$ cat config.mk
export PLATFORM = sky130hd
export DESIGN_NAME = dns_response_address_parser_unit
export DESIGN_NICKNAME = d
export VERILOG_FILES = /design/src/sv/dnsrap_pkg.sv /design/src/sv/dns_response_address_parser_unit.sv /design/src/sv/dnsrap_in_reg.sv /design/src/sv/dnsrap_parse.sv /design/src/sv/dnsrap_out_reg.sv
export SDC_FILE = /design/constraint.sdc
export NUM_CORES = 1
export LEC_CHECK = 0
export BUFFER_PORTS_ARGS = -buffer_cell sky130_fd_sc_hd__buf_2
export CAP_MARGIN = 40
export CORE_AREA = 2 2 150 152
export CTS_CLUSTER_SIZE = 40
export DETAILED_ROUTE_END_ITERATION = 8
export DIE_AREA = 0 0 152 154
export PLACE_DENSITY = 0.71
export SETUP_SLACK_MARGIN = 0.3
export SYNTH_ARGS = -nofsm -noshare
export SYNTH_HDL_FRONTEND = slang
export SYNTH_SLANG_ARGS = --single-unit
$ cat constraint.sdc
create_clock -name clk -period 10.6 [get_ports clk]
set_input_delay 1.59 -clock clk [delete_from_list [all_inputs] [get_ports clk]]
set_output_delay 1.59 -clock clk [all_outputs]
set_load 0.1 [all_outputs]
$ cat src/sv/dnsrap_pkg.sv
// Shared types and constants for the DNS response address parser.
package dnsrap_pkg;

  localparam int HEADER_BYTES = 12;
  localparam int FIXED_LEN = 10;      // type, class, ttl, rdata length
  localparam int QUESTION_TAIL = 4;   // qtype, qclass

  localparam logic [7:0]  POINTER_MARK = 8'hC0;
  localparam logic [15:0] ADDR_TYPE = 16'd1;
  localparam logic [15:0] ADDR_LEN = 16'd4;
  localparam logic [15:0] EXPECTED_ID_RST = 16'h5412;

  typedef enum logic [2:0] {
    ST_RESOLVED    = 3'd0,
    ST_TOO_SHORT   = 3'd1,
    ST_ID_MISMATCH = 3'd2,
    ST_NO_ANSWERS  = 3'd3,
    ST_NO_ADDRESS  = 3'd4
  } status_t;

  typedef struct packed {
    logic [7:0] data;
    logic       last;
  } item_t;

  typedef struct packed {
    status_t     status;
    logic [31:0] address;
  } result_t;

endpackage

$ cat src/sv/dns_response_address_parser_unit.sv
// DNS response address parser: one payload byte per clock cycle while the result
// register can take a final byte. Each byte transaction passes an input register, the
// header/question/answer state update and a result register; a payload's result is
// registered when its final byte (tlast) leaves the input register. Exactly one result
// transaction per payload. The expected query id resets to 0x5412; the user must write it
// through cfg_wr_en/cfg_wr_data while the block is idle; the block does not enforce this.
module dns_response_address_parser_unit
  import dnsrap_pkg::*;
(
  input  logic        clk,
  input  logic        rst_n,
  input  logic        cfg_wr_en,
  input  logic [15:0] cfg_wr_data,   // expected_id
  input  logic        in_tvalid,
  output logic        in_tready,
  input  logic [7:0]  in_tdata,      // [7:0] data_byte
  input  logic        in_tlast,      // last_byte
  output logic        out_tvalid,
  input  logic        out_tready,
  output logic [39:0] out_tdata      // [2:0] status, [34:3] address, [39:35] zero
);

  logic [15:0] expected_id_r;
  logic        item_valid;
  item_t       item;
  logic        take;
  logic        push;
  logic        out_free;
  result_t     result;

  always_ff @(posedge clk) begin
    if (!rst_n) begin
      expected_id_r <= EXPECTED_ID_RST;
    end else if (cfg_wr_en) begin
      expected_id_r <= cfg_wr_data;
    end
  end

  dnsrap_in_reg u_in_reg (
    .clk        (clk),
    .rst_n      (rst_n),
    .in_tvalid  (in_tvalid),
    .in_tready  (in_tready),
    .in_tdata   (in_tdata),
    .in_tlast   (in_tlast),
    .take       (take),
    .item_valid (item_valid),
    .item       (item)
  );

  dnsrap_parse u_parse (
    .clk         (clk),
    .rst_n       (rst_n),
    .expected_id (expected_id_r),
    .item_valid  (item_valid),
    .item        (item),
    .out_free    (out_free),
    .take        (take),
    .push        (push),
    .result      (result)
  );

  dnsrap_out_reg u_out_reg (
    .clk        (clk),
    .rst_n      (rst_n),
    .push       (push),
    .result     (result),
    .out_free   (out_free),
    .out_tvalid (out_tvalid),
    .out_tready (out_tready),
    .out_tdata  (out_tdata)
  );

endmodule

$ cat src/sv/dnsrap_in_reg.sv
// Input register stage holding one payload byte transaction.
module dnsrap_in_reg
  import dnsrap_pkg::*;
(
  input  logic       clk,
  input  logic       rst_n,
  input  logic       in_tvalid,
  output logic       in_tready,
  input  logic [7:0] in_tdata,
  input  logic       in_tlast,
  input  logic       take,
  output logic       item_valid,
  output item_t      item
);

  logic  valid_r;
  item_t item_r;

  assign in_tready  = !valid_r || take;
  assign item_valid = valid_r;
  assign item       = item_r;

  always_ff @(posedge clk) begin
    if (!rst_n) begin
      valid_r <= 1'b0;
    end else if (in_tready) begin
      valid_r <= in_tvalid;
    end
    if (in_tvalid && in_tready) begin
      item_r.data <= in_tdata;
      item_r.last <= in_tlast;
    end
  end

endmodule

$ cat src/sv/dnsrap_parse.sv
// Per-byte parse state machine: header, questions, answer records.
module dnsrap_parse
  import dnsrap_pkg::*;
(
  input  logic        clk,
  input  logic        rst_n,
  input  logic [15:0] expected_id,
  input  logic        item_valid,
  input  item_t       item,
  input  logic        out_free,
  output logic        take,
  output logic        push,
  output result_t     result
);

  typedef enum logic [2:0] {
    PH_HEADER = 3'd0,
    PH_QNAME  = 3'd1,
    PH_QFIXED = 3'd2,
    PH_ANAME  = 3'd3,
    PH_AFIXED = 3'd4,
    PH_RDATA  = 3'd5,
    PH_DONE   = 3'd6
  } phase_t;

  phase_t      phase_r, phase_nxt;
  logic [3:0]  pos_r, pos_nxt;
  logic [15:0] skip_r, skip_nxt;
  logic [15:0] qleft_r, qleft_nxt;
  logic [15:0] aleft_r, aleft_nxt;
  logic [15:0] seen_id_r, seen_id_nxt;
  logic [15:0] rtype_r, rtype_nxt;
  logic [15:0] rdlen_r, rdlen_nxt;
  logic [31:0] acc_r, acc_nxt;
  status_t     outcome_r, outcome_nxt;

  logic [7:0]  b;
  logic [15:0] skip_dec;
  logic [15:0] aleft_dec;
  logic        is_ptr;
  logic        capture;

  // a final byte can only be consumed when the result register has room
  assign take = item_valid && (!item.last || out_free);
  assign push = take && item.last;

  assign b         = item.data;
  assign skip_dec  = skip_r - 16'(skip_r != 16'd0);
  assign aleft_dec = aleft_r - 16'd1;
  assign is_ptr    = (b & POINTER_MARK) == POINTER_MARK;
  assign capture   = (rtype_r == ADDR_TYPE) && (rdlen_r == ADDR_LEN);

  always_comb begin
    phase_nxt   = phase_r;
    pos_nxt     = pos_r;
    skip_nxt    = skip_r;
    qleft_nxt   = qleft_r;
    aleft_nxt   = aleft_r;
    seen_id_nxt = seen_id_r;
    rtype_nxt   = rtype_r;
    rdlen_nxt   = rdlen_r;
    acc_nxt     = acc_r;
    outcome_nxt = outcome_r;
    result      = '{status: ST_RESOLVED, address: 32'd0};

    if (take) begin
      unique case (phase_r)
        PH_HEADER: begin
          if (pos_r == 4'd0 || pos_r == 4'd1) seen_id_nxt = {seen_id_r[7:0], b};
          if (pos_r == 4'd4 || pos_r == 4'd5) qleft_nxt = {qleft_r[7:0], b};
          if (pos_r == 4'd6 || pos_r == 4'd7) aleft_nxt = {aleft_r[7:0], b};
          if (pos_r >= 4'(HEADER_BYTES - 1)) begin
            pos_nxt  = 4'd0;
            skip_nxt = 16'd0;
            if (seen_id_nxt != expected_id) begin
              outcome_nxt = ST_ID_MISMATCH;
              phase_nxt   = PH_DONE;
            end else if (aleft_nxt == 16'd0) begin
              outcome_nxt = ST_NO_ANSWERS;
              phase_nxt   = PH_DONE;
            end else begin
              outcome_nxt = ST_NO_ADDRESS;
              phase_nxt   = (qleft_nxt == 16'd0) ? PH_ANAME : PH_QNAME;
            end
          end else begin
            pos_nxt = pos_r + 4'd1;
          end
        end
        PH_QNAME, PH_ANAME: begin
          if (skip_r != 16'd0) begin
            skip_nxt = skip_dec;
          end else if (b == 8'd0 || is_ptr) begin
            // end of name; a pointer carries one more byte
            if (phase_r == PH_QNAME) begin
              phase_nxt = PH_QFIXED;
              skip_nxt  = 16'(QUESTION_TAIL) + 16'(is_ptr);
            end else begin
              phase_nxt = PH_AFIXED;
              pos_nxt   = 4'd0;
              skip_nxt  = 16'(is_ptr);
            end
          end else begin
            skip_nxt = {8'd0, b};
          end
        end
        PH_QFIXED: begin
          skip_nxt = skip_dec;
          if (skip_dec == 16'd0) begin
            qleft_nxt = qleft_r - 16'd1;
            phase_nxt = (qleft_nxt == 16'd0) ? PH_ANAME : PH_QNAME;
          end
        end
        PH_AFIXED: begin
          if (skip_r != 16'd0) begin
            skip_nxt = skip_dec;
          end else begin
            if (pos_r == 4'd0 || pos_r == 4'd1) rtype_nxt = {rtype_r[7:0], b};
            if (pos_r == 4'd8 || pos_r == 4'd9) rdlen_nxt = {rdlen_r[7:0], b};
            if (pos_r >= 4'(FIXED_LEN - 1)) begin
              pos_nxt = 4'd0;
              if (rdlen_nxt == 16'd0) begin
                aleft_nxt = aleft_dec;
                skip_nxt  = 16'd0;
                phase_nxt = (aleft_dec == 16'd0) ? PH_DONE : PH_ANAME;
              end else begin
                phase_nxt = PH_RDATA;
                skip_nxt  = rdlen_nxt;
                acc_nxt   = 32'd0;
              end
            end else begin
              pos_nxt = pos_r + 4'd1;
            end
          end
        end
        PH_RDATA: begin
          if (capture) acc_nxt = {acc_r[23:0], b};
          skip_nxt = skip_dec;
          if (skip_dec == 16'd0) begin
            if (capture) begin
              outcome_nxt = ST_RESOLVED;
              phase_nxt   = PH_DONE;
            end else begin
              aleft_nxt = aleft_dec;
              skip_nxt  = 16'd0;
              phase_nxt = (aleft_dec == 16'd0) ? PH_DONE : PH_ANAME;
            end
          end
        end
        default: begin
        end
      endcase

      if (item.last) begin
        result.status  = (phase_nxt == PH_HEADER) ? ST_TOO_SHORT : outcome_nxt;
        result.address = (result.status == ST_RESOLVED) ? acc_nxt : 32'd0;
        phase_nxt   = PH_HEADER;
        pos_nxt     = 4'd0;
        skip_nxt    = 16'd0;
        qleft_nxt   = 16'd0;
        aleft_nxt   = 16'd0;
        seen_id_nxt = 16'd0;
        rtype_nxt   = 16'd0;
        rdlen_nxt   = 16'd0;
        acc_nxt     = 32'd0;
        outcome_nxt = ST_RESOLVED;
      end
    end
  end

  always_ff @(posedge clk) begin
    if (!rst_n) begin
      phase_r   <= PH_HEADER;
      pos_r     <= 4'd0;
      skip_r    <= 16'd0;
      qleft_r   <= 16'd0;
      aleft_r   <= 16'd0;
      seen_id_r <= 16'd0;
      rtype_r   <= 16'd0;
      rdlen_r   <= 16'd0;
      acc_r     <= 32'd0;
      outcome_r <= ST_RESOLVED;
    end else begin
      phase_r   <= phase_nxt;
      pos_r     <= pos_nxt;
      skip_r    <= skip_nxt;
      qleft_r   <= qleft_nxt;
      aleft_r   <= aleft_nxt;
      seen_id_r <= seen_id_nxt;
      rtype_r   <= rtype_nxt;
      rdlen_r   <= rdlen_nxt;
      acc_r     <= acc_nxt;
      outcome_r <= outcome_nxt;
    end
  end

  a_restart_after_last: assert property (@(posedge clk) disable iff (!rst_n)
    push |=> phase_r == PH_HEADER && pos_r == 4'd0 && skip_r == 16'd0)
    else $error("parser did not restart after final byte");

  a_header_pos: assert property (@(posedge clk) disable iff (!rst_n)
    phase_r == PH_HEADER |-> pos_r < 4'(HEADER_BYTES))
    else $error("header position out of range");

  a_fixed_pos: assert property (@(posedge clk) disable iff (!rst_n)
    phase_r == PH_AFIXED |-> pos_r < 4'(FIXED_LEN))
    else $error("fixed-field position out of range");

  a_no_push_when_full: assert property (@(posedge clk) disable iff (!rst_n)
    push |-> out_free)
    else $error("result pushed into occupied output register");

endmodule

$ cat src/sv/dnsrap_out_reg.sv
// Result register driving the output stream.
module dnsrap_out_reg
  import dnsrap_pkg::*;
(
  input  logic        clk,
  input  logic        rst_n,
  input  logic        push,
  input  result_t     result,
  output logic        out_free,
  output logic        out_tvalid,
  input  logic        out_tready,
  output logic [39:0] out_tdata
);

  logic    valid_r;
  result_t res_r;

  assign out_free   = !valid_r || out_tready;
  assign out_tvalid = valid_r;
  assign out_tdata  = {5'd0, res_r.address, res_r.status};

  always_ff @(posedge clk) begin
    if (!rst_n) begin
      valid_r <= 1'b0;
    end else if (out_free) begin
      valid_r <= push;
    end
    if (push) begin
      res_r <= result;
    end
  end

  a_addr_only_resolved: assert property (@(posedge clk) disable iff (!rst_n)
    valid_r && res_r.status != ST_RESOLVED |-> res_r.address == 32'd0)
    else $error("address nonzero on unresolved status");

endmodule
## Word-level counts from Yosys, hierarchy flattened

Cells that the tools add are included.
W data, S select, Z words.

- Reductions and logical operators: 44
- $add $sub $neg: 5
- Div/mod/pow operators: 0
- Multiplexer cells: 84
- Bitwise logic cells: 0
- Magnitude comparators: 2
- Eq/ne operators: 28
- Shift-type cells: 0
- $mul: 0

Operators by type and width:

| kind | number |
|---|---|
| $mux W16 | 40 |
| $mux W32 | 5 |
| $logic_not A16 Y1 | 6 |
| $pmux W16 S5 | 1 |
| $mux W3 | 23 |
| $pmux W32 S2 | 1 |
| $pmux W16 S3 | 1 |
| $pmux W16 S2 | 1 |
| $sub A16 B1 Y16 const B | 2 |
| $mux W4 | 7 |
| $ne A3 B2 Y1 const B | 6 |
| $eq A16 B1 Y1 const B | 1 |
| $eq A16 B3 Y1 const B | 1 |
| $eq A4 B3 Y1 const B | 4 |
| $ne A16 B16 Y1 | 1 |
| $reduce_bool A16 Y1 | 1 |
| $sub A16 B1 Y16 | 1 |
| $pmux W3 S5 | 1 |
| $ne A3 B3 Y1 const B | 4 |
| $pmux W4 S3 | 1 |
| $logic_not A3 Y1 | 3 |
| $reduce_and A3 Y1 | 3 |
| $eq A4 B4 Y1 const B | 2 |
| $ge A4 B4 Y1 const B | 2 |
| 25 further kinds | 45 |

- Input port bits: 30
- Latch bits: 0
- Register bits after elaboration: 200
- RAM bits: 0
- Memories kept: 0
- Output and inout bits: 42
- ROM bits: 0
- Word-level logic and storage cells: 180

## Logic depth before layout (Yosys ltp)

Gate-level depths: netlist of the first run.

- Word-level depth: 16
- Mapped depth: 19
- Gate-level depth less buffers: 15

## Modules after synthesis

A second synthesis of the first run with hierarchy kept.

- Cells, all modules: 1,325
- Area, all modules: 10,980.5 sq um

By module, submodules not included:

| module | area an instance (sq um) | seq. area each (sq um) | instances | cells an instance |
|---|---|---|---|---|
| dnsrap_parse | 8,908.5 | 2,762.6 | 1 | 1,215 |
| dnsrap_out_reg | 1,141.1 | 1,071.0 | 1 | 45 |
| dns_response_address_parser_unit | 603.1 | 320.3 | 1 | 51 |
| dnsrap_in_reg | 327.8 | 290.3 | 1 | 14 |

## Least setup slack after synthesis of the first run

Ideal clock, no wire load.

- Kind: input port to flip-flop
- From: input out_tready
- To: register u_out_reg.res_r (netlist bit u_out_reg.out_tdata[1]), data pin
- Setup time: 0.176 ns
- Required time: 10.424 ns
- Stages on the path: 7
- Data arrival time: 4.201 ns
- Path slack: 6.223 ns
- Buffers on the path: 1
- Path through: nor2b_1 > nand2_1 > nand2_1 > nor2_1 > o21ai_2 > buf_4 > nor4_1

- Longest elaborated chain between the ends: 4

RTL lines:

| item | line | source |
|---|---|---|
| start: declaration | dns_response_address_parser_unit.sv:19 | `input logic out_tready,` |
| $logic_or A1 B1 Y1 | dnsrap_out_reg.sv:18 | `assign out_free = !valid_r \|\| out_tready;` |
| $logic_or A1 B1 Y1 | dnsrap_parse.sv:44 | `assign take = item_valid && (!item.last \|\| out_free);` |
| $logic_and A1 B1 Y1 | dnsrap_parse.sv:44 |  |
| $reduce_and A2 Y1 (no source line) | n/a |  |
| end signal: assignment | dnsrap_out_reg.sv:29 | `res_r <= result;` |
| end: declaration | dnsrap_out_reg.sv:16 | `result_t res_r;` |

No other way between the ends.
A chain may end at the register's enable or synchronous reset.

## Worst setup path after layout of the first run

- From: register u_parse.skip_r[4]
- To: register u_parse.aleft_r[11]

- Longest elaborated chain between the ends: 5
- Elaborated cells between the ends (all ways): 6
- Those cells by class: 1 x add/sub; 2 x eq/ne; 3 x reduce/logical

RTL lines:

| item | line | source |
|---|---|---|
| start: declaration | dnsrap_parse.sv:28 | `logic [15:0] skip_r, skip_nxt;` |
| start signal: assignment | dnsrap_parse.sv:185 | `skip_r <= skip_nxt;` |
| $reduce_bool A16 Y1 | dnsrap_parse.sv:48, dnsrap_parse.sv:114 |  |
| $sub A16 B1 Y16 | dnsrap_parse.sv:48 | `assign skip_dec = skip_r - 16'(skip_r != 16'd0);` |
| $logic_not A16 Y1 | dnsrap_parse.sv:138 | `if (skip_dec == 16'd0) begin` |
| $ne A3 B2 Y1 (no source line) | n/a |  |
| $reduce_and A7 Y1 (no source line) (*) | n/a |  |
| end signal: assignment | dnsrap_parse.sv:187 | `aleft_r <= aleft_nxt;` |
| end: declaration | dnsrap_parse.sv:30 | `logic [15:0] aleft_r, aleft_nxt;` |

Every way passes the cells marked *; elsewhere a longest branch is shown, timed or not.

==> summary.md, run 1 <==
- **flip-flop cell with the highest count after synthesis** sky130_fd_sc_hd__dfxtp_1
- **FILL cells** 2,004
- **max_cap viols** 0
- **clock insertion delay at the later pin of the skew report** 0.45 ns
- **post-synthesis cell type with the largest combined area** sky130_fd_sc_hd__dfxtp_1
- **most frequent standard cell in the layout excluding fill and tap cells** sky130_fd_sc_hd__nor2_1
- **buffering stage count on the worst path with inverters included** 2
- **area growth from synthesis to layout** 10.0%
- **antenna violation net count after detailed routing** 0
- **Die H** 154 um
- **type of the worst setup path** reg -> reg
- **Power per Cell Area** 132 nW/um^2
- **clock net sink count** 200
- **Mapped Avg Cell Area** 8.46 um^2
- **detailed placement HPWL** 20,100 um
- **combined area of the multi-input logic cells** 5780 um^2
- **layout cell share with drive strength beyond 1** 0.137
- **count of flip-flops with a built-in enable after synthesis** 44
- **Die Width** 152 um
- **core region area** 21,700 um^2
- **Final setup viols** 0
- **nets** 1,324
- **Slowest cell on crit path** sky130_fd_sc_hd__nor2_1
- **fin. max-slew vios** 0
- **global-route usage over all layers** 0.255
- **clock tree from TritonCTS** yes
- **area share of the leading cell type in the synthesized netlist** 0.289
- **I/O pin count** 72
- **Clk Tree Root Cell** sky130_fd_sc_hd__clkbuf_16
- **total number of vias** 9,991
- **Least-Margin Pin Slew** 0.916 ns
- **maximum count of clock buffers along a single path** 2
- **unrepaired setup endpoints after global routing** no
- **leading cell types in the layout, fill and taps excluded** sky130_fd_sc_hd__nor2_1, sky130_fd_sc_hd__dfxtp_1, sky130_fd_sc_hd__a22oi_1
- **highest ir drop seen on vdd** 0.0000889 V
- **Post-Route Setup TNS** 0 ns
- **count of yosys warnings during synthesis** 0
- **number of clock buffers inserted by TritonCTS** 17
- **Worst Path Max Fanout** 17
- **post-CTS repair timing setup buffer count** 0
- **#FFs+latches synth** 200
- **post-DR wirelength/cell** 19.1 um
- **netlist area before placement** 10,800 um^2
- **leading post-synthesis cells by cell area** sky130_fd_sc_hd__dfxtp_1, sky130_fd_sc_hd__edfxtp_1, sky130_fd_sc_hd__a22oi_1, sky130_fd_sc_hd__nor2_1, sky130_fd_sc_hd__clkbuf_1
- **area of all sequential standard cells** 4440 um^2
- **Fin Hold WS** 0.501 ns
- **Port Buf Inserts** 66
- **gate count of the mapped netlist** 1,277
- **highest cell delay on the worst timing path** 0.62 ns
- **critical-path cell list** nor3_1 > nand4_1 > nor2_1 > clkinv_1 > ha_1 > ha_1 > or3b_2 > nand2_1 > a211o_1 > a211oi_4 > a21oi_2 > a311oi_2 > o21ai_2 > buf_6 > or4_1 > a21oi_1
- **clock skew** 0.0141 ns
- **overall routed net length** 30,000 um
- **most frequent cell on the critical path** sky130_fd_sc_hd__ha_1
- **worst endpoint data arrival time** 5.83 ns
- **static leakage** 0.00434 uW
- **time the worst path needs with I/O delays and setup** 5.46 ns
- **total gr overflow** 0
- **row count** 54
- **worst slew margin relative to its limit** 0.384
- **Hold/Removal Path Class** reg -> reg
- **iteration count of the initial detailed-routing pass** 6
- **clock-pin slew on the worst setup and hold paths** 0.08 ns
- **final number of hold-violating endpoints** 0
- **startpoint type of the worst setup path** flop
- **Hold-fix buffers, CTS** 0
- **maximum number of pins on one net before global-route repair** 80
- **vias in the first global route** 9,305
- **sequential element share of the synthesized area** 0.411
- **initial antenna violation count** 0
- **Antenna Cells** 0
- **vias per inst** 6.34
- **Post-route DRC** 0
- **post-cts resize count** 0
- **period utilisation layout** 0.516
- **required time at the endpoint of the critical path** 10.96 ns
- **H-tree level count** 4
- **endpoint kind of the worst setup timing path** flop
- **Die ar.** 23,400 um^2
- **final weighted congestion of routability-driven global placement** 0.942
- **number of distinct library cell variants in the gate-level netlist after synthesis** 87
- **Iter 0 DRT Violations** 816
- **maximum achievable frequency** 0.183 GHz
- **async set-or-reset flop fraction in the synthesized netlist** 0
- **outcome** complete, no violations
- **cell family contributing the most delay on the critical path** simple AND/OR/NAND/NOR gates
- **global-route wire length before repair** 49,300 um
- **starting utilization of the core area** 0.498
==> area by class of cell <==
type                            count  share of cell area
Tap cell                          280              0.0295
Timing Repair Buffer               87              0.0436
Clock inverter                     15              0.0160
Inverter                           48              0.0153
Clock buffer                       17              0.0358
Multi-Input combinational cell    929               0.486
Sequential cell                   200               0.374
==> power by group <==
group          internal, uW  leakage, uW  switching, uW
logic                  27.5      0.00230           68.7
clock network           326     0.000295            351
registers               784      0.00174           17.4
total                  1140      0.00434            437
==> metal layers <==
metal | up-vias | routed length, um | GRT usage
met2 | 426 | 14000 | 0.415
met1 | 4754 | 13100 | 0.347
met4 | 0 | 691 | 0.0868
met3 | 54 | 2240 | 0.0375
li1 | 4757 | - | -
met5 | - | 0 | 0
==> registers in the layout, indices dropped and copies added (netlist names) <==
register / count
expected_id_r: 16
u_parse.qleft_r: 16
u_out_reg.out_tvalid: 1
u_parse.phase_r: 3
u_in_reg.item: 9
u_parse.seen_id_r: 16
u_parse.rdlen_r: 16
u_parse.rtype_r: 16
u_out_reg.out_tdata: 35
u_parse.skip_r: 16
u_parse.pos_r: 4
u_parse.outcome_r: 3
u_in_reg.item_valid: 1
u_parse.aleft_r: 16
u_parse.acc_r: 32
==> cell families (layout without fill, tap and decap cells) <==
logic type               after synthesis  count (layout)  synth area share
AO/OA/AOI/OAI                        378             378             0.245
flip-flops                           200             200             0.411
multiplexers                          26              26            0.0241
adder cells (fa/ha/maj)               11              11            0.0127
other                                  1               5          0.000347
buffers and inverters                152             167            0.0577
XOR/XNOR                              34              34            0.0276
AND/OR/NAND/NOR                      475             475             0.222
==> worst register-to-register path, delay by kind of cell (launching register included) <==
kind / cells / cell delay (ns)
AND/OR/NAND/NOR: 6 / 2.18
adder cells (fa/ha/maj): 2 / 0.55
AO/OA/AOI/OAI: 6 / 1.56
flip-flops: 1 / 0.41
buffers and inverters: 2 / 0.68
==> cells in the mapped netlist (all sizes together) (9+ instances only) <==
master	n
edfxtp	44
or4	10
inv	46
xnor2	24
dfxtp	156
o21ai	64
nor2	188
a22oi	117
a311oi	10
or3	9
nand3	14
nand2	85
ha	11
a31oi	10
buf	18
mux2i	26
a211oi	10
nor4	38
clkbuf	86
nor3	57
o22ai	26
xor2	10
nand4	17
o221a	14
a21oi	64
==> worst paths after layout <==
check | slack [ns] | endpoint | from | cells after the start
min | 0.50 | u_parse.qleft_r[14]$_SDFFE_PN0P_ | u_parse.qleft_r[14]$_SDFFE_PN0P_ | 2
min reg2reg | 0.50 | u_parse.qleft_r[14]$_SDFFE_PN0P_ | u_parse.qleft_r[14]$_SDFFE_PN0P_ | 2
max | 5.14 | u_parse.aleft_r[11]$_SDFFE_PN0P_ | u_parse.skip_r[4]$_SDFFE_PN0P_ | 16
max reg2reg | 5.14 | u_parse.aleft_r[11]$_SDFFE_PN0P_ | u_parse.skip_r[4]$_SDFFE_PN0P_ | 16
==> per-stage QoR <==
stage	total power, uW	cells	setup slack [ns]	util	instance area [um^2]
finish	1570	1576	5.14	0.548	11900
global route	1620	1576	4.76	0.548	11900
CTS	1580	1576	5.22	0.548	11900
detailed placement	914	1544	5.27	0.520	11300
global placement	910	1535	5.41	0.515	11200
floorplan	884	1281	6.22	-	10800
(Power assumes the default switching activity.)
==> run 2, diff against run 1 <==
--- a/config.mk
+++ b/config.mk
@@ -5,13 +5,14 @@
 export SDC_FILE = /design/constraint.sdc
 export NUM_CORES = 1
 export LEC_CHECK = 0
+export ABC_AREA = 1
 export BUFFER_PORTS_ARGS = -buffer_cell sky130_fd_sc_hd__buf_2
 export CAP_MARGIN = 40
-export CORE_AREA = 2 2 150 152
+export CORE_AREA = 2 2 162 164
 export CTS_CLUSTER_SIZE = 40
 export DETAILED_ROUTE_END_ITERATION = 8
-export DIE_AREA = 0 0 152 154
-export PLACE_DENSITY = 0.71
+export DIE_AREA = 0 0 164 166
+export PLACE_DENSITY = 0.73
 export SETUP_SLACK_MARGIN = 0.3
 export SYNTH_ARGS = -nofsm -noshare
 export SYNTH_HDL_FRONTEND = slang
==> constraint.sdc (replaced) <==
create_clock -name clk -period 4.7 [get_ports clk]
set_input_delay 0.705 -clock clk [delete_from_list [all_inputs] [get_ports clk]]
set_output_delay 0.705 -clock clk [all_outputs]
set_load 0.1 [all_outputs]
==> summary.md, run 2 <==
- **H-tree level count** 4
- **Largest register FFs** 35
- **type of the worst setup path** reg -> reg
- **adder and majority cell fraction of the synthesized area** 0.0110
- **highest cell delay on the worst timing path** 0.35 ns
- **row count** 59
- **leading post-synthesis cells by cell area** sky130_fd_sc_hd__dfxtp_1, sky130_fd_sc_hd__nand2_1, sky130_fd_sc_hd__edfxtp_1, sky130_fd_sc_hd__nor2_1, sky130_fd_sc_hd__a21oi_1
- **clock insertion delay at the later pin of the skew report** 0.45 ns
- **Power per Cell Area** 286 nW/um^2
- **#FFs+latches synth** 200
- **Worst Path Max Fanout** 32
- **required time at the endpoint of the critical path** 4.99 ns
- **vias per inst** 5.59
- **Die ar.** 27,200 um^2
- **Die Width** 164 um
- **time the worst path needs with I/O delays and setup** 3.96 ns
- **post-synthesis cell type with the largest combined area** sky130_fd_sc_hd__dfxtp_1
- **Post-route DRC** 0
- **fin. max-slew vios** 0
- **maximum achievable frequency** 0.252 GHz
- **most frequent cell on the critical path** sky130_fd_sc_hd__nor2_1
- **combined area of the multi-input logic cells** 6920 um^2
- **endpoint kind of the worst setup timing path** flop
- **area growth from synthesis to layout** 9.09%
- **period utilisation layout** 0.843
- **static leakage** 0.00559 uW
- **critical-path cell list** nor2_2 > nand2_1 > nor2_1 > nand2_1 > nor2_1 > inv_2 > ha_1 > ha_1 > nand2_1 > nor2_1 > xnor2_1 > nand2_1 > nor2_1 > nand3_1 > nor2_1 > nand3_1 > nand3_1 > nand2_1 > nor2_1 > nand2_4 > nor2_2
- **total gr overflow** 0
- **Iter 0 DRT Violations** 1,318
- **clock-pin slew on the worst setup and hold paths** 0.08 ns
- **vias in the first global route** 11,900
- **Port Buf Inserts** 66
- **clock skew** 0.0213 ns
- **R2R Setup Slk** 0.74 ns
- **nets** 2,019
- **number of clock buffers inserted by TritonCTS** 17
- **worst slew margin relative to its limit** 0.384
- **clock tree from TritonCTS** yes
- **startpoint type of the worst setup path** flop
- **netlist area before placement** 12,500 um^2
- **most frequent standard cell in the layout excluding fill and tap cells** sky130_fd_sc_hd__nand2_1
- **gate count of the mapped netlist** 1,963
- **core region area** 25,600 um^2
- **fraction of the mapped netlist area in compound gates** 0.173
- **clock net sink count** 200
- **Placed Cells** 2,294
- **Post-Route Setup TNS** 0 ns
- **post-DR wirelength/cell** 14.8 um
- **main combinational cell family by area after synthesis** simple AND/OR/NAND/NOR gates
- **final number of hold-violating endpoints** 0
- **final weighted congestion of routability-driven global placement** 0.955
- **post-layout instance count excluding filler cells** 2,326
- **count of flip-flops with a built-in enable after synthesis** 44
- **total number of vias** 13,000
- **initial antenna violation count** 0
- **layout cell share with drive strength beyond 1** 0.0944
- **unrepaired setup endpoints after global routing** no
- **antenna violation net count after detailed routing** 0
- **starting utilization of the core area** 0.489
- **area share of the leading cell type in the synthesized netlist** 0.249
- **Slowest cell on crit path** sky130_fd_sc_hd__dfxtp_1
- **maximum number of pins on one net before global-route repair** 65
- **highest ir drop seen on vdd** 0.000185 V
- **leading cell types in the layout, fill and taps excluded** sky130_fd_sc_hd__nand2_1, sky130_fd_sc_hd__nor2_1, sky130_fd_sc_hd__inv_1
- **Antenna Cells** 0
- **Final setup viols** 0
- **sequential element share of the synthesized area** 0.355
- **leading post-synthesis cells by instance count** sky130_fd_sc_hd__nand2_1, sky130_fd_sc_hd__nor2_1, sky130_fd_sc_hd__inv_1
- **global-route wire length before repair** 57,600 um
- **overall routed net length** 34,500 um
- **worst endpoint data arrival time** 4.25 ns
- **Clk Tree Root Cell** sky130_fd_sc_hd__clkbuf_16
- **count of yosys warnings during synthesis** 0
- **iteration count of the initial detailed-routing pass** 6
- **Hold/Removal Path Class** in -> reg
- **number of distinct library cell variants in the gate-level netlist after synthesis** 49
- **async set-or-reset flop fraction in the synthesized netlist** 0
- **Least-Margin Pin Slew** 0.920 ns
- **max_cap viols** 0
- **area of all sequential standard cells** 4440 um^2
- **detailed placement HPWL** 23,700 um
- **mux cell area share after synthesis** 0
- **flip-flop cell with the highest count after synthesis** sky130_fd_sc_hd__dfxtp_1
- **global-route usage over all layers** 0.255
- **post-synthesis share of cell area spent on and, or, nand and nor gates** 0.354
- **I/O pin count** 72
- **synthesized-area fraction occupied by xor and xnor cells** 0.0112
- **Mapped Avg Cell Area** 6.38 um^2
- **Die H** 166 um
- **FILL cells** 2,510
- **maximum count of clock buffers along a single path** 2
- **leading cell type by number of instances after synthesis** sky130_fd_sc_hd__nand2_1
- **outcome** complete, no violations
run 2: cell types whose count changed in the layout (fill, tap and decap cells not counted), sizes merged, moves of 21 or more:
| cell | delta |
|---|---|
| nand2 | +529 |
| nor2 | +57 |
| inv | +144 |
| o211ai | +63 |
| a22oi | -116 |
| nor3 | -45 |
| nand3 | +133 |
| mux2i | -26 |
| nor4 | -29 |
| o21ai | +57 |
| xnor2 | -21 |
| a21oi | +91 |
run 2: through the flow:
step	cell area (um^2)	power (uW)	hold WS (ns)	setup WS, ns	util
6_report	13700	3910	0.428	0.736	0.533
5_1_grt	13700	4050	0.423	0.339	0.533
4_1_cts	13700	3910	0.423	0.608	0.533
3_5_place_dp	13100	2420	0.455	0.640	0.510
3_3_place_gp	13000	2410	0.450	0.873	0.506
2_1_floorplan	12500	2300	0.441	1.39	-
run 2: kinds of logic after synthesis:
family | after synthesis
compound gates | 379
buf+inv | 294
fa+ha+maj | 11
other cells | 1
flops | 200
xor+xnor | 16
simple gates | 1062
run 2: power breakdown:
| group | internal [uW] | switching, uW | total (uW) |
|---|---|---|---|
| logic | 148 | 400 | 547 |
| clock network | 729 | 786 | 1510 |
| registers | 1800 | 46.2 | 1840 |
run 2: routing by layer:
metal | vias up | GRT usage | part of all wire
met5 | - | 0 | 0
met4 | 0 | 0.104 | 0.033
met3 | 79 | 0.0300 | 0.062
met2 | 541 | 0.426 | 0.47
met1 | 5945 | 0.335 | 0.43
li1 | 6447 | - | -
run 2: repair_timing:
| item | in CTS | in global routing |
|---|---|---|
| buffers inserted | 0 | 0 |
| endpoints found under the setup margin | 0 | 32 |
| resized for setup | 0 | 1 |
| hold buffers | 0 | 0 |
run 2: path summary, 6_finish.rpt:
check / start / end / cells past startpoint
max: u_parse.skip_r[4]$_SDFFE_PN0P_ / u_out_reg.out_tdata[29]$_SDFFCE_PN0P_ / 21
min: in_tlast / u_in_reg.item[0]$_DFFE_PP_ / 1
max reg2reg: u_parse.skip_r[4]$_SDFFE_PN0P_ / u_out_reg.out_tdata[29]$_SDFFCE_PN0P_ / 21
min reg2reg: u_parse.rtype_r[12]$_SDFFE_PN0P_ / u_parse.rtype_r[12]$_SDFFE_PN0P_ / 2
run 2: worst max-delay path, delay by kind of cell (launching register included):
kind	cells	cell delay, ns
buffers and inverters	1	0.06
XOR/XNOR	1	0.35
AND/OR/NAND/NOR	17	2.57
flip-flops	1	0.35
adder cells (fa/ha/maj)	2	0.45
run 2: cell type report:
class / instances / area share
clock inverter: 14 / 0.0130
sequential: 200 / 0.325
tap: 335 / 0.0307
clock buffer: 18 / 0.0314
timing repair buffer: 90 / 0.0394
multi-input combinational: 1473 / 0.506
inverter: 196 / 0.0539
